`config.mk`:
```
export PLATFORM = sky130hd
export DESIGN_NAME = jbse_div
export DESIGN_NICKNAME = d
export VERILOG_FILES = /design/src/sv/jbse_div.sv
export SDC_FILE = /design/constraint.sdc
export NUM_CORES = 1
export LEC_CHECK = 0
export BUFFER_PORTS_ARGS = -buffer_cell sky130_fd_sc_hd__buf_2
export CORE_MARGIN = 3
export CORE_UTILIZATION = 50
export CTS_BUF_LIST = sky130_fd_sc_hd__clkbuf_8
export DETAILED_ROUTE_END_ITERATION = 10
export MAX_ROUTING_LAYER = met4
export PLACE_DENSITY = 0.74
export SLEW_MARGIN = 20
export SYNTH_ARGS = -nofsm -noshare
export SYNTH_HDL_FRONTEND = slang
export SYNTH_SLANG_ARGS = --single-unit
```
`constraint.sdc`:
```
create_clock -name clk -period 6.49 [get_ports clk]
set_clock_uncertainty 0.05 [all_clocks]
set_input_delay 0.3245 -clock clk [delete_from_list [all_inputs] [get_ports clk]]
set_output_delay 0.3245 -clock clk [all_outputs]
set_load 0.005 [all_outputs]
```
`src/sv/jbse_div.sv`:
```
`timescale 1ns / 1ps
// Unsigned 64-bit restoring divider, one quotient bit per cycle.
module jbse_div (
  input  logic        clk,
  input  logic        rst_n,
  input  logic        start,
  input  logic [63:0] dividend,
  input  logic [63:0] divisor,
  output logic        busy,
  output logic [63:0] quot,
  output logic [63:0] remd
);

  logic [6:0]  cnt_r, cnt_nxt;
  logic        busy_r, busy_nxt;
  logic [63:0] q_r, q_nxt, rm_r, rm_nxt, d_r, d_nxt;
  logic [64:0] trial;
  logic        ge;

  // one shift-subtract step
  always_comb begin
    trial    = {rm_r, q_r[63]};
    ge       = (trial >= {1'b0, d_r});
    cnt_nxt  = cnt_r;
    busy_nxt = busy_r;
    q_nxt    = q_r;
    rm_nxt   = rm_r;
    d_nxt    = d_r;
    if (start) begin
      busy_nxt = 1'b1;
      cnt_nxt  = 7'd0;
      q_nxt    = dividend;
      rm_nxt   = 64'd0;
      d_nxt    = divisor;
    end else if (busy_r) begin
      if (ge) begin
        trial = trial - {1'b0, d_r};
      end
      rm_nxt  = trial[63:0];
      q_nxt   = {q_r[62:0], ge};
      cnt_nxt = cnt_r + 7'd1;
      if (cnt_r == 7'd63) begin
        busy_nxt = 1'b0;
      end
    end
  end

  always_ff @(posedge clk) begin
    if (!rst_n) begin
      busy_r <= 1'b0;
      cnt_r  <= 7'd0;
    end else begin
      busy_r <= busy_nxt;
      cnt_r  <= cnt_nxt;
    end
    q_r  <= q_nxt;
    rm_r <= rm_nxt;
    d_r  <= d_nxt;
  end

  assign busy = busy_r;
  assign quot = q_r;
  assign remd = rm_r;

endmodule

```
Word level (Yosys, flattened, before mapping)
Cells that the tools add are included.
- register bits after elaboration: 200
- input bits: 131
- output and inout bits: 129
- word-level logic and storage cells: 18
- $add $sub $neg: 2
- order comparisons: 1
- equality and inequality tests: 1
- muxes and demuxes: 6
- bitwise logic cells: 1
- reduce and logical (&&, ||, !) cells: 2
- operator list (cell ; number):
    64-bit 2-to-1 mux ; 3
    65-bit by 64-bit greater-or-equal comparator with 1-bit output ; 1
    64-bit subtractor ; 1
    7-bit by 1-bit adder with 7-bit output, second input constant ; 1
    7-bit by 6-bit == test with 1-bit output, second input constant ; 1
    1-bit 2-to-1 mux ; 3
    2-bit nonzero test ; 1
    2-bit OR reduction ; 1
    1-bit inverter ; 1

Logic depth before layout (Yosys ltp)
- depth in word-level cells: 4
- depth in mapped cells: 15
- mapped depth without buffers: 13

Worst setup path after synthesis
No wires, ideal clock.
- kind: register to register
- start: register rm_r[26], in the netlist remd[26]
- end: register rm_r[0], in the netlist remd[0]
- setup time: 0.086 ns
- arrival: 2.946 ns
- required time: 6.354 ns
- setup slack: 3.409 ns
- stages on the path, launching flop included: 14
- path buffers: 2
- period minus slack after synthesis: 3.081 ns
- cell sequence: dfxtp_1 > ha_1 > buf_2 > nand4_1 > or2_1 > nor3b_1 > o41ai_1 > a21o_1 > o311ai_1 > nand2_1 > o21ai_2 > buf_6 > mux2_2 > a211oi_1
- word-level cells in the longest chain between the ends: 2
- RTL lines (element ; RTL line ; text):
    from (decl) ; 16 ; logic [63:0] q_r, q_nxt, rm_r, rm_nxt, d_r, d_nxt;
    from (signal assigned) ; 57 ; rm_r <= rm_nxt;
    65-bit by 64-bit greater-or-equal comparator with 1-bit output ; 23 ; ge = (trial >= {1'b0, d_r});
    64-bit 2-to-1 mux ; 36 ; if (ge) begin
Every way passes these cells.
A chain may end at the register's enable or synchronous reset.

Worst setup path in the final report
- start: register d_r[17]
- end: register rm_r[0], in the netlist remd[0]
- word-level cells in the longest chain between the ends: 2
- RTL lines (element ; RTL line ; text):
    from (decl) ; 16 ;
    from (signal assigned) ; 58 ; d_r <= d_nxt;
    65-bit by 64-bit greater-or-equal comparator with 1-bit output ; 23 ;
    64-bit 2-to-1 mux ; 36 ;
Every way passes these cells.

==> run metrics <==
CTS buffer count=17; ys async rst share=0; RSZ-0062 raised after global routing=no; worst relative slew slack=0.373; Clock transition at path regs=130 ps; Total Neg Setup Slack=0 ps; per-cell routed wire length=18.1 microns; vias in the first global route=9879; WS Path Type=reg -> reg; f_max=238 MHz; Seq cells post-synth=200; DP Area=13300 sq um; Synth area leader=edfxtp_1; CP endpoint kind=flop; DRT antenna net count=0; Ports=260; syn avg cell area=10.0 sq um; worst-case clock buffer depth=2; Total Wirelength=32600 microns; fraction of layout cells with a size suffix above 1=0.251; Gate Count Post-Synth=1185; largest net degree at the start of global routing=87; # Post-CTS Setup Buffers=0; post-route insts no fill=1798; Slew @ Worst Pin=937 ps; final worst path period share=0.648; DRC viols=0; clk sink count=200; most common cell in the synthesized netlist=edfxtp_1; prevailing post-synth register cell=edfxtp_1; Rows=55; routed vias=10000; CP Launch Type=flop; TritonCTS clock tree=done; insertion delay of the later-clocked pin in the worst-skew pair=500 ps; Starting Density=0.516; WP data arrival=4570 ps; Synth cell types=62; number of max-cap violations=0; WHS=61.3 ps; root buffer cell=clkbuf_8; vias per cell=5.56; Die Height=160 microns; Seq/Total Area, Yosys=0.446; Die X=160 microns; core area=23000 sq um; number of port buffers=259; worst path required time=6850 ps; Worst VDD drop=0.000139 V; Tot GR Track Use=0.259; Die ar.=25600 sq um; PwrDens=237 nW/um^2; EDFF count, synth=128; Synth area leaders=edfxtp_1, dfxtp_1, ha_1; initial antenna violation count=1; top-area cell type share of the netlist area=0.324; Filler cells=2016; Post-Place Cells=1700; final setup vio count=0; post-layout min period=4210 ps; DPL Wire Length=24100 microns; CTS H-tree depth=4; Design Area, Final=14400 sq um; Syn-to-layout area delta=21.5%; post-synthesis cell area=11900 sq um; crit-path max FO=22; Detailed Route Iter0 Violations=714; leakage power=0.00637 uW; Hold Fails Final Rpt=0; Ys Warns=0; grt ovf=0; first-pass GRT wire length=52100 microns; Hold Crit Class=in -> reg; Post-Syn Nets=1382; fin nets=1668; most common library cells after synthesis=edfxtp_1, nor2_1, inv_1; DR pass1 iterations=5; status=finished clean; Max Transition Viols Final=0; Final GP Congestion=0.963
[critical path: stages (launching register included)]
cell and delay (ps):
edfxtp_1 360, inv_1 50, ha_1 410, nand4_1 130, nor4_1 590, nand4_1 180
o31ai_1 310, nor2_1 80, o311ai_1 90, nand2_1 180, o21ai_4 630, buf_4 470
mux2_2 380, a211oi_1 210
[worst paths after layout]
path | to | cells past startpoint | start | slack (ps)
worst min-delay path | quot[1] | 2 | dividend[1] | 60
worst min register to register | cnt_r[6] | 2 | cnt_r[6] | 450
worst max register to register | remd[0] | 13 | d_r[17] | 2280
worst max-delay path | remd[0] | 13 | d_r[17] | 2280
[logic make-up after synthesis]
logic type / Yosys count / share of synthesized area
compound gates: 300 / 0.166
simple gates: 281 / 0.108
buf+inv: 151 / 0.0514
xor+xnor: 61 / 0.0450
mux: 126 / 0.113
flops: 200 / 0.446
fa+ha+maj: 66 / 0.0702
[timing repair]
item	CTS	global route
endpoints found under the setup margin	0	0
hold buffers	65	0
resized for setup	0	0
hold endpoints to repair	65	0
[stage by stage]
step | worst slack [ps] | utilization | total power (uW)
2_1_floorplan | 3410 | - | 2260
3_3_place_gp | 2470 | 0.580 | 2550
3_5_place_dp | 2270 | 0.580 | 2570
4_1_cts | 2210 | 0.627 | 3430
5_1_grt | 1870 | 0.627 | 3600
6_report | 2280 | 0.627 | 3410
[final cells by class]
| type | count | area, sq um | area share |
|---|---|---|---|
| Inverter | 87 | 327 | 0.0227 |
| Multi-Input combinational cell | 834 | 5980 | 0.415 |
| Tap cell | 313 | 392 | 0.0272 |
| Antenna cell | 1 | 2.50 | 0.000174 |
| Clock inverter | 15 | 191 | 0.0133 |
| Timing Repair Buffer | 331 | 2010 | 0.139 |
| Sequential cell | 200 | 5290 | 0.367 |
| Clock buffer | 17 | 234 | 0.0162 |
[metal layers]
| metal | vias to the layer above | wire (microns) | track usage |
|---|---|---|---|
| met4 | 0 | 474 | 0.0576 |
| met2 | 366 | 15800 | 0.427 |
| met3 | 33 | 2150 | 0.0529 |
| li1 | 4928 | - | - |
| met5 | - | 0 | - |
| met1 | 4673 | 14200 | 0.331 |
[report_power, final]
group	switching, uW	internal, uW	leakage, uW
Clock	531	300	0.000213
Combinational	568	455	0.00429
Sequential	79.9	1480	0.00186
Total	1180	2240	0.00637
[flip-flops by register name (all words and copies together) (netlist names)]
name	cells
busy	1
cnt_r	7
d_r	64
quot	64
remd	64
[cell usage in the layout, fill, tap and decap left out, types with 6 or more instances in the layout]
cell type / synthesis / layout
buf_2: 7 / 258
edfxtp_1: 128 / 128
nor2_1: 110 / 110
inv_1: 87 / 87
a21oi_1: 80 / 80
nand2_1: 72 / 72
dfxtp_1: 72 / 71
mux2_2: 68 / 68
ha_1: 65 / 65
dlygate4sd3_1: 0 / 65
mux2i_1: 58 / 58
a211oi_1: 57 / 57
o21ai_0: 41 / 41
xnor2_1: 38 / 38
a21o_1: 35 / 35
nand4_1: 30 / 30
xor2_1: 23 / 23
clkbuf_8: 0 / 17
nor3_1: 15 / 15
o21bai_1: 14 / 14
nand3_1: 12 / 12
a31oi_1: 10 / 10
o31ai_1: 8 / 8
nand2b_1: 7 / 7
o21a_1: 7 / 7
and3_1: 7 / 7
clkinv_8: 0 / 7
buf_4: 5 / 7
o21ai_1: 6 / 6
and2_1: 6 / 6
Note: power is estimated with default switching activity, not from simulation.
